--- src/hdl/tmb_pkg.sv ---
// Shared types and widths for the one-minute OHLC bar aggregator.
// No dependencies; every other file refers to this package by scoped names.
package tmb_pkg;

	localparam int unsigned MINUTE_W = 32;
	localparam int unsigned SECOND_W = 6;
	localparam int unsigned PRICE_W  = 32;
	localparam int unsigned TVOL_W   = 32;
	localparam int unsigned VOLUME_W = 48;

	typedef struct packed {
		logic [MINUTE_W-1:0] minute_index;
		logic [SECOND_W-1:0] second_in_minute;
		logic [PRICE_W-1:0]  last_price;
		logic [PRICE_W-1:0]  tick_high;
		logic [PRICE_W-1:0]  tick_low;
		logic [TVOL_W-1:0]   tick_volume;
		logic [PRICE_W-1:0]  open_interest;
	} tick_t;

	typedef struct packed {
		logic [MINUTE_W-1:0] out_minute;
		logic [PRICE_W-1:0]  out_open;
		logic [PRICE_W-1:0]  out_high;
		logic [PRICE_W-1:0]  out_low;
		logic [PRICE_W-1:0]  out_close;
		logic [VOLUME_W-1:0] out_volume;
		logic [PRICE_W-1:0]  out_interest;
	} bar_t;

endpackage

--- src/hdl/tmb_bar_core.sv ---
// Open-bar state and the per-tick update: filtering, bar roll-over, OHLC widening
// and saturating volume. Uses tmb_pkg for the word types.
module tmb_bar_core #(
	parameter int PRICE_BITS  = 32,
	parameter int VOLUME_BITS = 48
) (
	input  logic           clk,
	input  logic           arst_n,
	input  tmb_pkg::tick_t tick,
	input  logic           fire,
	output logic           emit,
	output tmb_pkg::bar_t  bar
);

	localparam logic [tmb_pkg::PRICE_W-1:0] PRICE_MASK = (PRICE_BITS >= 32) ?
		{tmb_pkg::PRICE_W{1'b1}} :
		tmb_pkg::PRICE_W'((64'd1 << PRICE_BITS) - 64'd1);
	localparam int SUM_W = ((VOLUME_BITS > 32) ? VOLUME_BITS : 32) + 1;
	localparam logic [VOLUME_BITS-1:0] VOL_MAX = '1;

	logic                            have_bar_q;
	logic [tmb_pkg::MINUTE_W-1:0]    minute_q;
	logic [tmb_pkg::SECOND_W-1:0]    second_q;
	logic [tmb_pkg::PRICE_W-1:0]     open_q, high_q, low_q, close_q, interest_q;
	logic [VOLUME_BITS-1:0]          vol_q;

	logic [tmb_pkg::PRICE_W-1:0]     last_m, thigh_m, tlow_m, oi_m;
	logic                            older, keep, new_bar;
	logic [VOLUME_BITS-1:0]          vol_base, vol_next;
	logic [SUM_W-1:0]                vol_sum;
	logic [63:0]                     vol_wide;

	assign last_m  = tick.last_price & PRICE_MASK;
	assign thigh_m = tick.tick_high & PRICE_MASK;
	assign tlow_m  = tick.tick_low & PRICE_MASK;
	assign oi_m    = tick.open_interest & PRICE_MASK;

	// A tick earlier than the last accepted one is dropped; equal time is kept.
	assign older = (tick.minute_index < minute_q) ||
		((tick.minute_index == minute_q) && (tick.second_in_minute < second_q));
	assign keep    = (last_m != '0) && !(have_bar_q && older);
	assign new_bar = !have_bar_q || (tick.minute_index != minute_q);
	assign emit    = keep && have_bar_q && (tick.minute_index != minute_q);

	// Volume restarts at zero on a new bar; the very first tick adds nothing.
	assign vol_base = new_bar ? '0 : vol_q;
	assign vol_sum  = SUM_W'(vol_base) + SUM_W'(tick.tick_volume);
	always_comb begin
		if (!have_bar_q) begin
			vol_next = '0;
		end else if (vol_sum > SUM_W'(VOL_MAX)) begin
			vol_next = VOL_MAX;
		end else begin
			vol_next = vol_sum[VOLUME_BITS-1:0];
		end
	end

	always_ff @(posedge clk or negedge arst_n) begin
		if (!arst_n) begin
			have_bar_q <= 1'b0;
		end else if (fire && keep) begin
			have_bar_q <= 1'b1;
		end
	end

	always_ff @(posedge clk) begin
		if (fire && keep) begin
			second_q   <= tick.second_in_minute;
			close_q    <= last_m;
			interest_q <= oi_m;
			vol_q      <= vol_next;
			if (new_bar) begin
				minute_q <= tick.minute_index;
				open_q   <= last_m;
				high_q   <= last_m;
				low_q    <= last_m;
			end else begin
				if (thigh_m > high_q) begin
					high_q <= thigh_m;
				end
				if (tlow_m < low_q) begin
					low_q <= tlow_m;
				end
			end
		end
	end

	assign vol_wide = 64'(vol_q);

	always_comb begin
		bar.out_minute   = minute_q;
		bar.out_open     = open_q;
		bar.out_high     = high_q;
		bar.out_low      = low_q;
		bar.out_close    = close_q;
		bar.out_volume   = vol_wide[tmb_pkg::VOLUME_W-1:0];
		bar.out_interest = interest_q;
	end

endmodule

--- src/hdl/tmb_out_reg.sv ---
// Output register for finished bars with valid/stall handshake.
// Uses tmb_pkg for the bar word type.
module tmb_out_reg (
	input  logic          clk,
	input  logic          arst_n,
	input  logic          load,
	input  tmb_pkg::bar_t din,
	output logic          free,
	input  logic          stall,
	output logic          valid,
	output tmb_pkg::bar_t dout
);

	logic          valid_q;
	tmb_pkg::bar_t data_q;

	// The slot can take a word when empty or when its word leaves this cycle.
	assign free  = !valid_q || !stall;
	assign valid = valid_q;
	assign dout  = data_q;

	always_ff @(posedge clk or negedge arst_n) begin
		if (!arst_n) begin
			valid_q <= 1'b0;
		end else if (free) begin
			valid_q <= load;
		end
	end

	always_ff @(posedge clk) begin
		if (free && load) begin
			data_q <= din;
		end
	end

endmodule

--- src/hdl/tick_to_minute_bar_aggregator.sv ---
// The tick that closes a bar is held in the input register; the bar core then loads
// the finished bar into the output register, which raises bar_valid.
// Throughput: one tick per cycle while the bar side is not stalled; an input
// register and an output register sit on either side of the bar update logic.
// Reset (arst_n low) empties both registers and closes the open bar.
// Builds on tmb_pkg, tmb_bar_core and tmb_out_reg.
module tick_to_minute_bar_aggregator #(
	parameter int PRICE_BITS  = 32,
	parameter int VOLUME_BITS = 48
) (
	input  logic           clk,
	input  logic           arst_n,
	input  logic           tick_valid,
	output logic           tick_stall,
	input  tmb_pkg::tick_t tick,
	output logic           bar_valid,
	input  logic           bar_stall,
	output tmb_pkg::bar_t  bar
);

	logic           valid_s1;
	tmb_pkg::tick_t tick_s1;
	logic           emit, out_free, advance;
	tmb_pkg::bar_t  bar_word;

	// The registered tick moves on unless it closes a bar and the output is full.
	assign advance    = valid_s1 && (!emit || out_free);
	assign tick_stall = valid_s1 && !advance;

	always_ff @(posedge clk or negedge arst_n) begin
		if (!arst_n) begin
			valid_s1 <= 1'b0;
		end else if (!tick_stall) begin
			valid_s1 <= tick_valid;
		end
	end

	always_ff @(posedge clk) begin
		if (tick_valid && !tick_stall) begin
			tick_s1 <= tick;
		end
	end

	tmb_bar_core #(
		.PRICE_BITS  (PRICE_BITS),
		.VOLUME_BITS (VOLUME_BITS)
	) u_core (
		.clk    (clk),
		.arst_n (arst_n),
		.tick   (tick_s1),
		.fire   (advance),
		.emit   (emit),
		.bar    (bar_word)
	);

	tmb_out_reg u_out (
		.clk    (clk),
		.arst_n (arst_n),
		.load   (advance && emit),
		.din    (bar_word),
		.free   (out_free),
		.stall  (bar_stall),
		.valid  (bar_valid),
		.dout   (bar)
	);

endmodule

--- config.mk ---
export PLATFORM = sky130hd
export DESIGN_NAME = tick_to_minute_bar_aggregator
export DESIGN_NICKNAME = d
export VERILOG_FILES = /design/src/hdl/tmb_pkg.sv /design/src/hdl/tmb_bar_core.sv /design/src/hdl/tmb_out_reg.sv /design/src/hdl/tick_to_minute_bar_aggregator.sv
export SDC_FILE = /design/constraint.sdc
export NUM_CORES = 1
export LEC_CHECK = 0
export ABC_AREA = 1
export BUFFER_PORTS_ARGS = -buffer_cell sky130_fd_sc_hd__buf_2
export CAP_MARGIN = 20
export CORE_ASPECT_RATIO = 1.1
export CORE_MARGIN = 2
export CORE_UTILIZATION = 35
export CTS_BUF_LIST = sky130_fd_sc_hd__clkbuf_4 sky130_fd_sc_hd__clkbuf_8
export CTS_CLUSTER_SIZE = 14
export DETAILED_ROUTE_END_ITERATION = 10
export SYNTH_ARGS = -nofsm -noshare
export SYNTH_HDL_FRONTEND = slang
export SYNTH_SLANG_ARGS = --single-unit
--- constraint.sdc ---
create_clock -name clk -period 13.2 [get_ports clk]
set_clock_uncertainty 0.05 [all_clocks]
set_input_delay 1.32 -clock clk [delete_from_list [all_inputs] [get_ports clk]]
set_output_delay 1.32 -clock clk [all_outputs]
set_load 0.03 [all_outputs]
==> reports/results.tsv, run 1 <==
metric	value	unit
outcome	finished, final reports clean	
drc	0	
cp-start-kind	flip-flop	
peakVddDrop	0.07144	mV
slew_headroom	0.3411	
antenna_found_initial	7	
final-setup-viol-count	0	
ios	444	
path_cells	ha_1 > nand2_1 > nor2_1 > nand2_1 > nor2_2 > nand2_2 > nor2_8 > buf_4 > nand2_1 > fa_1 > o21ai_2 > a21oi_1 > o21ai_0 > nand3_1 > nand2_1 > nand3_2 > buf_12 > a21oi_1	
arrival	5610	ps
finalMaxSlewViolations	0	
synth-edff-count	684	
routedWlPerCell	19.07	µm
dieArea	79790	µm²
path_class	flip-flop to flip-flop	
min_period_over_period	0.3865	
regArea	20610	µm²
clk_pin_slew	60	ps
die_h	296.1	µm
rsz0062_at_grt	false	
initial_core_util	0.3520	
multiInputGateArea	5659	µm²
dp.cells	3358	
grt_pass1_wl	100500	µm
drv_cap	0	
cts_sinks	687	
cp_max_fo	72	
rows	107	
htreeDepth	3	
cts_resized	0	
p_per_area	150.5	nW/µm²
synth-seq-area-share	0.7595	
setup-tns-final	0	ps
crit_path_top_delay_cell	buf_4	
clockBufferDepth	3	
dp_hpwl	47540	µm
place_area	30700	µm²
finalNonFillerCells	3556	
globalplace.congestion	0.8628	
coreArea	77110	µm²
drt_iter0_drc	1167	
synthCells	1891	
syn_to_final_growth	21.51	%
grt_overflow_total	0	
min_path_type	flip-flop to flip-flop	
cts_buffers	112	
grt_max_degree	98	
finalHoldViolCount	0	
io_buffer_count	443	
fmax	196.0	MHz
synth_cell_type_count	41	
num_vias	16420	
postCtsSetupRepairBufs	0	
ctsHoldBuffers	0	
fillers	7208	
period_minus_slack	5102	ps
crit_path_max_incr_delay	690	ps
worstMarginPinSlew	988.4	ps
grt_pass1_vias	17150	
synth_flop_cell	edfxtp_1	
ant_nets	0	
p_leak	13.26	nW
drive_gt1_frac	0.2624	
syn_avg_cell_area	14.35	µm²
track_usage	0.1658	
ys_async_sr_fraction	0.004367	
p_total	4.962	mW
ys_warn_count	0	
final_area	32980	µm²
ys_seq_elements	687	
critPathRequiredTime	13710	ps
crit_path_frequent_cell	nand2_1	
cts_root_buffer	clkbuf_8	
synthesis.area	27140	µm²
nets	2775	
syn-num-nets	2226	
viasPerCell	4.617	
cts_tree	built	
die_w	269.5	µm
clk_latency	720	ps
cp-end-kind	flip-flop	
dr.pass1.iters	5	
drt_wl_total	67830	µm
## power by group
group / internal (mW) / total (mW) / switching, mW
logic: 0.121 / 0.452 / 0.330
registers: 2.61 / 2.68 / 0.0698
clock network: 0.984 / 1.83 / 0.845
total: 3.72 / 4.96 / 1.25
## Yosys cell counts (2+ instances only)
| cell type | instances | area (µm²) |
|---|---|---|
| nand2_2 | 3 | 18.77 |
| a21oi_1 | 121 | 605.6 |
| a21o_1 | 9 | 67.56 |
| nor3_1 | 11 | 55.05 |
| clkbuf_1 | 13 | 48.80 |
| ha_1 | 132 | 1652 |
| a21oi_2 | 10 | 87.58 |
| edfxtp_1 | 684 | 20540 |
| nand3_1 | 54 | 270.3 |
| nand3b_1 | 5 | 37.54 |
| o221ai_1 | 3 | 26.28 |
| nor4_1 | 11 | 68.82 |
| o21ai_0 | 40 | 200.2 |
| o211ai_1 | 2 | 15.01 |
| inv_1 | 212 | 795.8 |
| nand2_1 | 356 | 1336 |
| buf_2 | 3 | 15.01 |
| xor2_1 | 10 | 87.58 |
| dfrtp_1 | 3 | 75.07 |
| buf_1 | 5 | 18.77 |
| nand3_2 | 3 | 30.03 |
| o21bai_1 | 6 | 45.04 |
| and2_1 | 3 | 18.77 |
| a31oi_1 | 3 | 18.77 |
| nor2_1 | 118 | 442.9 |
| o21a_1 | 10 | 75.07 |
| xnor2_1 | 24 | 210.2 |
| nand4_1 | 14 | 87.58 |
| buf_6 | 2 | 22.52 |
| nor2_2 | 10 | 62.56 |
## stage by stage
| stage | setup slack (ps) | utilization | hold WS [ps] |
|---|---|---|---|
| after floorplan | 2293 | - | 350.3 |
| after global placement | 7682 | 0.3979 | 350.8 |
| after detailed placement | 8028 | 0.3981 | 354.5 |
| after CTS | 8025 | 0.4265 | 281.3 |
| after global routing | 7686 | 0.4277 | 293.9 |
| final | 8098 | 0.4277 | 364.3 |
## path summary, 6_finish.rpt
kind	end	from	slack, ps	cells past startpoint
setup / recovery	u_core.vol_q[31]	tick_s1[179]	8100	18
hold / removal	u_out.dout[93]	u_core.close_q[13]	360	0
setup reg to reg	u_core.vol_q[31]	tick_s1[179]	8100	18
hold reg to reg	u_out.dout[93]	u_core.close_q[13]	360	0
max in group asynchronous	u_core.have_bar_q	arst_n	12570	1
min in group asynchronous	valid_s1	arst_n	370	1
## critical path, delay by kind of cell, from the launching register on
kind,cells,cell delay (ps)
AOI/OAI and AO/OA,4,990
adders and majority gates,2,820
buffers and inverters,2,1030
DFF,1,400
and+or+nand+nor,10,1620
## sequential cells by signal (all words and copies together) (netlist names), 6 cells and up
signal / flops
u_out.dout: 240
tick_s1: 198
u_core.vol_q: 48
u_core.close_q: 32
u_core.high_q: 32
u_core.interest_q: 32
u_core.low_q: 32
u_core.minute_q: 32
u_core.open_q: 32
u_core.second_q: 6
## area by class of cell
cell class | instances | area share
flip-flops and latches | 687 | 0.6251
multi-input cells | 968 | 0.1716
repair buffers | 458 | 0.07284
clock buffers | 144 | 0.05421
well taps | 1035 | 0.03927
inverters | 213 | 0.02462
clock inverters | 49 | 0.01225
diodes | 2 | 0.0001518
## metal layers
metal / share of wire / global-route usage / up-vias
li1: - / - / 7826
met1: 0.41 / 0.2020 / 7964
met2: 0.50 / 0.2862 / 510
met3: 0.068 / 0.04510 / 107
met4: 0.023 / 0.05393 / 12
met5: 0.0012 / 0 / -
## logic make-up after synthesis
group,Yosys count,share of synthesized area
flip-flops,687,0.7595
AND/OR/NAND/NOR,593,0.09132
buffers and inverters,236,0.03333
AO/OA/AOI/OAI,208,0.04324
adder cells (fa/ha/maj),133,0.06159
XOR/XNOR,34,0.01097
## placed cells by master, fill, tap and decap left out, types with 12 or more instances in the layout
cell      Yosys  layout
edfxtp_1    684     684
buf_2         3     443
nand2_1     356     356
inv_1       212     210
ha_1        132     132
a21oi_1     121     121
nor2_1      118     114
clkbuf_8      0     113
nand3_1      54      54
o21ai_0      40      40
clkbuf_4      0      31
clkinv_1      1      27
xnor2_1      24      24
nand4_1      14      14
clkinv_2      0      12
No activity file was read; power rests on OpenSTA's default activity.
==> run 2: changes to the inputs <==
Settings changed: ABC_AREA 1 to 0.
Clock period 13.2 ns to 5.14 ns, I/O delays scaled along.
==> reports/results.tsv, run 2 <==
metric	value	unit	change
outcome	finished, final reports clean		
seq_power_share	0.516		-0.024
syn_to_final_growth	31.89	%	
grt_pass1_vias	17270		+0.70%
synth-seq-area-share	0.7717		+0.01213
ant_nets	0		unchanged
drive_gt1_frac	0.2963		+0.03389
p_switching	3.285	mW	+160%
arrival	5430	ps	-180 ps
path_class	flip-flop to flip-flop		
viasPerCell	4.674		+1.2%
highest_layer	met5		
io_buffer_count	443		unchanged
rows	106		-0.93%
dieArea	78550	µm²	-1.5%
globalplace.congestion	0.8509		-1.4%
nets	2748		-0.97%
drt_iter0_drc	1086		-6.9%
synthMostInstantiatedCell	edfxtp_1		
crit_path_top_delay_cell	or4_4		
synthTopCellsByCount	edfxtp_1, nand2_1, ha_1		
p_clk_frac	0.390		+0.021
yosysTopAreaCell	edfxtp_1		
grt_max_degree	131		+34%
clockBufferDepth	3		unchanged
crit_path_max_incr_delay	540	ps	-150 ps
num_vias	16560		+0.88%
largest_register_ffs	240		unchanged
cp_max_fo	8		-89%
internal_power	9.995	mW	+170%
cts_buffers	113		+0.89%
htreeDepth	3		unchanged
clk_pin_slew	60	ps	about the same
period_minus_slack	4917	ps	-184.7 ps
grt_pass1_wl	102100	µm	+1.5%
antenna_found_initial	9		+2
clk_latency	750	ps	+30 ps
dr.pass1.iters	5		unchanged
drc	0		unchanged
path_cells	ha_4 > nand4_1 > nor2_2 > and3_4 > nand3_4 > nor4_4 > buf_6 > and3_1 > ha_2 > inv_1 > fa_2 > nand2b_4 > a21oi_4 > o21ai_2 > a311oi_4 > a31oi_4 > o221ai_2 > o21ai_2 > or4_4 > clkbuf_16 > a21oi_1		
finalHoldViolCount	0		unchanged
cp-start-kind	flip-flop		
track_usage	0.1725		+0.006622
synthCells	1637		-13%
synthesis.area	26710	µm²	-1.6%
final_cell_mix	edfxtp_1, buf_2, dlygate4sd3_1, nand2_1, ha_1		
drt_wl_total	68970	µm	+1.7%
initial_core_util	0.3528		+0.0007975
die_h	293.8	µm	-0.78%
yosysTopAreaCellShare	0.7689		+0.01209
slew_headroom	0.3944		+0.05328
finalMaxSlewViolations	0		unchanged
drv_cap	0		unchanged
wl_met2	34500	µm	+2.1%
crit_path_frequent_cell	o21ai_2		
yosys-top-cells-area	edfxtp_1, ha_1, nand2_1		
setup-tns-final	0	ps	unchanged
final-setup-viol-count	0		unchanged
ys_warn_count	0		unchanged
min_period_over_period	0.9566		+0.5701
cts_sinks	687		unchanged
final_common_cell	edfxtp_1		
p_total	13.28	mW	+170%
dp_hpwl	46400	µm	-2.4%
critPathRequiredTime	5650	ps	-8060 ps
syn_avg_cell_area	16.32	µm²	+14%
cts_tree	built		
syn-num-nets	1972		-11%
p_leak	14.11	nW	+6.4%
drt-met1-wl	27910	µm	+0.28%
peakVddDrop	0.2406	mV	+240%
ys_seq_elements	687		unchanged
synth_flop_cell	edfxtp_1		
wl_met3	4533	µm	-1.0%
switching_share	0.2474		-0.003594
fmax	203.4	MHz	+3.8%
p_per_area	376.9	nW/µm²	+150%
routedWlPerCell	19.46	µm	+2.0%
coreArea	75730	µm²	-1.8%
ios	444		unchanged
synth_cell_type_count	62		+51%
synth-edff-count	684		unchanged
ys_async_sr_fraction	0.004367		unchanged
cts_root_buffer	clkbuf_8		
die_w	267.4	µm	-0.78%
min_path_type	input port to flip-flop		
grt_overflow_total	0		unchanged
worstMarginPinSlew	908.4	ps	-79.92 ps
p_comb_frac	0.094		+0.003
cp-end-kind	flip-flop		
## run 2: cell count changes after synthesis, sizes merged, moves of 14 or more
cell and delta:
nand2 -159, nor2 -99, inv -91, nand3 -43, and3 +38, a21oi -37
a21o +31, clkbuf +15, nor2b +14
## run 2: kinds of logic after synthesis
family	after synthesis	synth area share
buffers and inverters	159	0.02393
AOI/OAI and AO/OA	240	0.06117
DFF	687	0.7717
and+or+nand+nor	377	0.06707
adders and majority gates	133	0.06257
xor gates and xnor gates	38	0.01246
muxes	3	0.001124
## run 2: area by class of cell
type	instances	area (µm²)
fill	6620	40500
sequential	687	20610
multi-input combinational	791	5597
timing repair buffer	698	4803
clock buffer	140	1764
tap	1026	1284
clock inverter	73	690.7
inverter	122	462.9
antenna	7	17.52
## run 2: worst paths after layout
kind	to	slack, ps	from	cells after the start
max	u_core.vol_q[28]	220	tick_s1[196]	21
min	u_out.valid	110	bar_stall	3
max reg2reg	u_core.vol_q[28]	220	tick_s1[196]	21
min reg2reg	u_out.dout[12]	360	u_core.interest_q[12]	0
max in group asynchronous	valid_s1	4180	arst_n	3
min in group asynchronous	u_out.valid	680	arst_n	3
## run 2: per-stage QoR
stage               setup slack [ps]    util  cells  hold slack (ps)  cell area [µm²]
floorplan                     -996.9       -   1637            168.4            26740
global placement               327.4  0.4039   3118            282.9            30590
detailed placement             132.5  0.4039   3118            289.7            30590
CTS                            66.23  0.4629   3532            19.80            35050
global route                  -1.982  0.4652   3543            43.36            35230
finish                         223.1  0.4653   3544            107.6            35230
## run 2: metal layers
| layer | vias to the layer above | GRT usage |
|---|---|---|
| li1 | 7722 | - |
| met1 | 8109 | 0.2107 |
| met2 | 597 | 0.2983 |
| met3 | 130 | 0.03975 |
| met4 | 6 | 0.06145 |
| met5 | - | 0 |
## run 2: what timing repair did
| action | in CTS | in global routing |
|---|---|---|
| buffers inserted | 0 | 2 |
| hold endpoints to repair | 202 | 0 |
| endpoints found under the setup margin | 0 | 47 |
| hold buffers | 201 | 0 |
| gates resized for setup | 0 | 14 |
## run 2: power by group through the flow
stage                     registers [mW]  logic (mW)  clock network [mW]
final                               6.85        1.25                5.18
after global routing                6.89        1.36                5.60
after CTS                           6.85        1.27                5.34
after detailed placement            6.96        1.13                   0
after global placement              6.95        1.11                   0
after floorplan                     7.21       0.402                   0
## run 2: critical path: cells and delay by family (launching register included)
family                     cells  cell delay [ps]
and+or+nand+nor                8             1780
AOI/OAI and AO/OA              7             1180
adders and majority gates      3              820
buffers and inverters          3              470
DFF                            1              430
==> run 3: changes to the inputs <==
Settings changed: CORE_UTILIZATION 35 to 38.
==> reports/results.tsv, run 3 (synthesis gave the netlist of run 2 again) <==
metric	value	unit	change
grt_max_degree	130		-0.76%
path_class	flip-flop to flip-flop		
cts_root_buffer	clkbuf_8		
dr.pass1.iters	5		unchanged
p_per_area	369.6	nW/µm²	-1.9%
routedWlPerCell	19.38	µm	-0.42%
min_period_over_period	0.9549		-0.001715
drc	0		unchanged
cts_buffers	111		-1.8%
drv_cap	0		unchanged
fmax	203.7	MHz	+0.18%
finalNonFillerCells	3416		-3.6%
io_buffer_count	443		unchanged
initial_core_util	0.3858		+0.03300
p_comb_frac	0.097		+0.003
drive_gt1_frac	0.2922		-0.004094
cp-end-kind	flip-flop		
switching_share	0.2466		-0.0007726
p_switching	3.173	mW	-3.4%
final_common_cell	edfxtp_1		
critPathRequiredTime	5610	ps	-40 ps
clk_latency	710	ps	-40 ps
cp_max_fo	11		+3
rows	101		-4.7%
drt_iter0_drc	866		-20%
cts_tree	built		
syn_to_final_growth	30.29	%	
final-setup-viol-count	0		unchanged
worstMarginPinSlew	1104	ps	+195.6 ps
grt_overflow_total	0		unchanged
seq_power_share	0.532		+0.016
path_cells	ha_1 > nand4_1 > nor2_2 > and3_4 > nand3_4 > nor4_4 > buf_4 > and3_1 > ha_2 > inv_1 > fa_2 > nand2b_4 > a21oi_4 > o21ai_2 > a311oi_4 > a31oi_4 > o221ai_2 > o21ai_2 > or4_4 > buf_12 > a21oi_1		
outcome	finished, final reports clean		
finalHoldViolCount	0		unchanged
cts_sinks	687		unchanged
dp_hpwl	44610	µm	-3.9%
dieArea	72440	µm²	-7.8%
peakVddDrop	0.2128	mV	-12%
cp-start-kind	flip-flop		
final_cell_mix	edfxtp_1, buf_2, dlygate4sd3_1, nand2_1, ha_1		
ios	444		unchanged
crit_path_top_delay_cell	or4_4		
htreeDepth	3		unchanged
die_w	256.8	µm	-4.0%
min_path_type	input port to flip-flop		
p_clk_frac	0.371		-0.019
grt_pass1_wl	99160	µm	-2.9%
drt_wl_total	66200	µm	-4.0%
die_h	282.1	µm	-4.0%
finalMaxSlewViolations	0		unchanged
clockBufferDepth	3		unchanged
viasPerCell	4.771		+2.1%
crit_path_frequent_cell	o21ai_2		
slew_headroom	0.2624		-0.1320
coreArea	69250	µm²	-8.6%
clk_pin_slew	60	ps	about the same
period_minus_slack	4908	ps	-8.816 ps
dp.cells	3006		-3.6%
rsz0062_at_grt	true		
nets	2734		-0.51%
crit_path_max_incr_delay	550	ps	about the same
grt_pass1_vias	17200		-0.37%
track_usage	0.1793		+0.006871
ant_nets	0		unchanged
fillers	5917		-11%
arrival	5380	ps	-50 ps
p_leak	13.95	nW	-1.1%
largest_register_ffs	240		unchanged
num_vias	16300		-1.6%
timing.hold.ws	119.5	ps	+11.90 ps
internal_power	9.692	mW	-3.0%
globalplace.congestion	0.8384		-1.5%
antenna_found_initial	4		-5
[run 3: cell count changes in the layout (fill, tap and decap cells not counted), sizes merged]
cell / delta
buf: -10
bufinv: -6
clkbuf: +5
clkinv: -10
diode: -6
dlygate4sd3: -1
inv: -1
[run 3: power groups by stage]
stage	Clock (mW)	Sequential [mW]	Combinational, mW
detailed placement	0	6.96	1.14
CTS	4.93	6.85	1.27
global placement	0	6.95	1.11
floorplan	0	7.21	0.402
finish	4.77	6.85	1.25
global route	5.18	6.88	1.35
[run 3: stage by stage]
step	power, mW	setup WS, ps	util	area (µm²)	setup TNS [ps]
final	12.86	231.9	0.5026	34810	0
after global routing	13.41	-20.85	0.5026	34810	-26.15
after CTS	13.04	19.87	0.5001	34630	0
after detailed placement	8.093	48.44	0.4388	30380	0
after global placement	8.062	210.5	0.4385	30370	0
after floorplan	7.612	-996.9	-	26740	-239270
[run 3: area by class of cell]
cell class | count | area (µm²) | share of cell area
Timing Repair Buffer | 686 | 4717 | 0.1355
Tap cell | 927 | 1160 | 0.03332
Clock buffer | 146 | 1790 | 0.05144
Sequential cell | 687 | 20610 | 0.5923
Clock inverter | 56 | 454.2 | 0.01305
Antenna cell | 1 | 2.502 | 0.00007189
Multi-Input combinational cell | 791 | 5605 | 0.1610
Inverter | 122 | 462.9 | 0.01330
[run 3: worst paths after layout]
kind                                     from                 to  slack [ps]  depth (start not counted)
min reg2reg                u_core.close_q[22]    u_out.dout[102]         360                          0
max                              tick_s1[196]    u_core.vol_q[1]         230                         21
max reg2reg                      tick_s1[196]    u_core.vol_q[1]         230                         21
min                                 bar_stall        u_out.valid         120                          3
max in group asynchronous              arst_n  u_core.have_bar_q        4770                          2
min in group asynchronous              arst_n        u_out.valid         130                          2
[run 3: what timing repair did]
action | CTS | global route
setup endpoints to repair | 3 | 48
buffers inserted | 0 | 5
gates resized for setup | 0 | 18
pin swaps | 1 | 10
hold buffers | 200 | 0
hold endpoints to repair | 202 | 0
gates cloned | 0 | 2
[run 3: worst max-delay path: cells and delay by family, from the launching register on]
family	cells	cell delay, ps
DFF	1	400
and+or+nand+nor	8	1750
AOI/OAI and AO/OA	7	1180
buffers and inverters	3	440
adders and majority gates	3	850
[run 3: layer usage]
layer	part of all wire	GRT usage	up-vias	routed length (µm)
met4	0.022	0.05471	4	1439
met2	0.51	0.3193	532	34070
met3	0.060	0.04050	109	3971
met1	0.40	0.2175	7969	26700
li1	-	-	7684	-
met5	0.00035	0	-	23
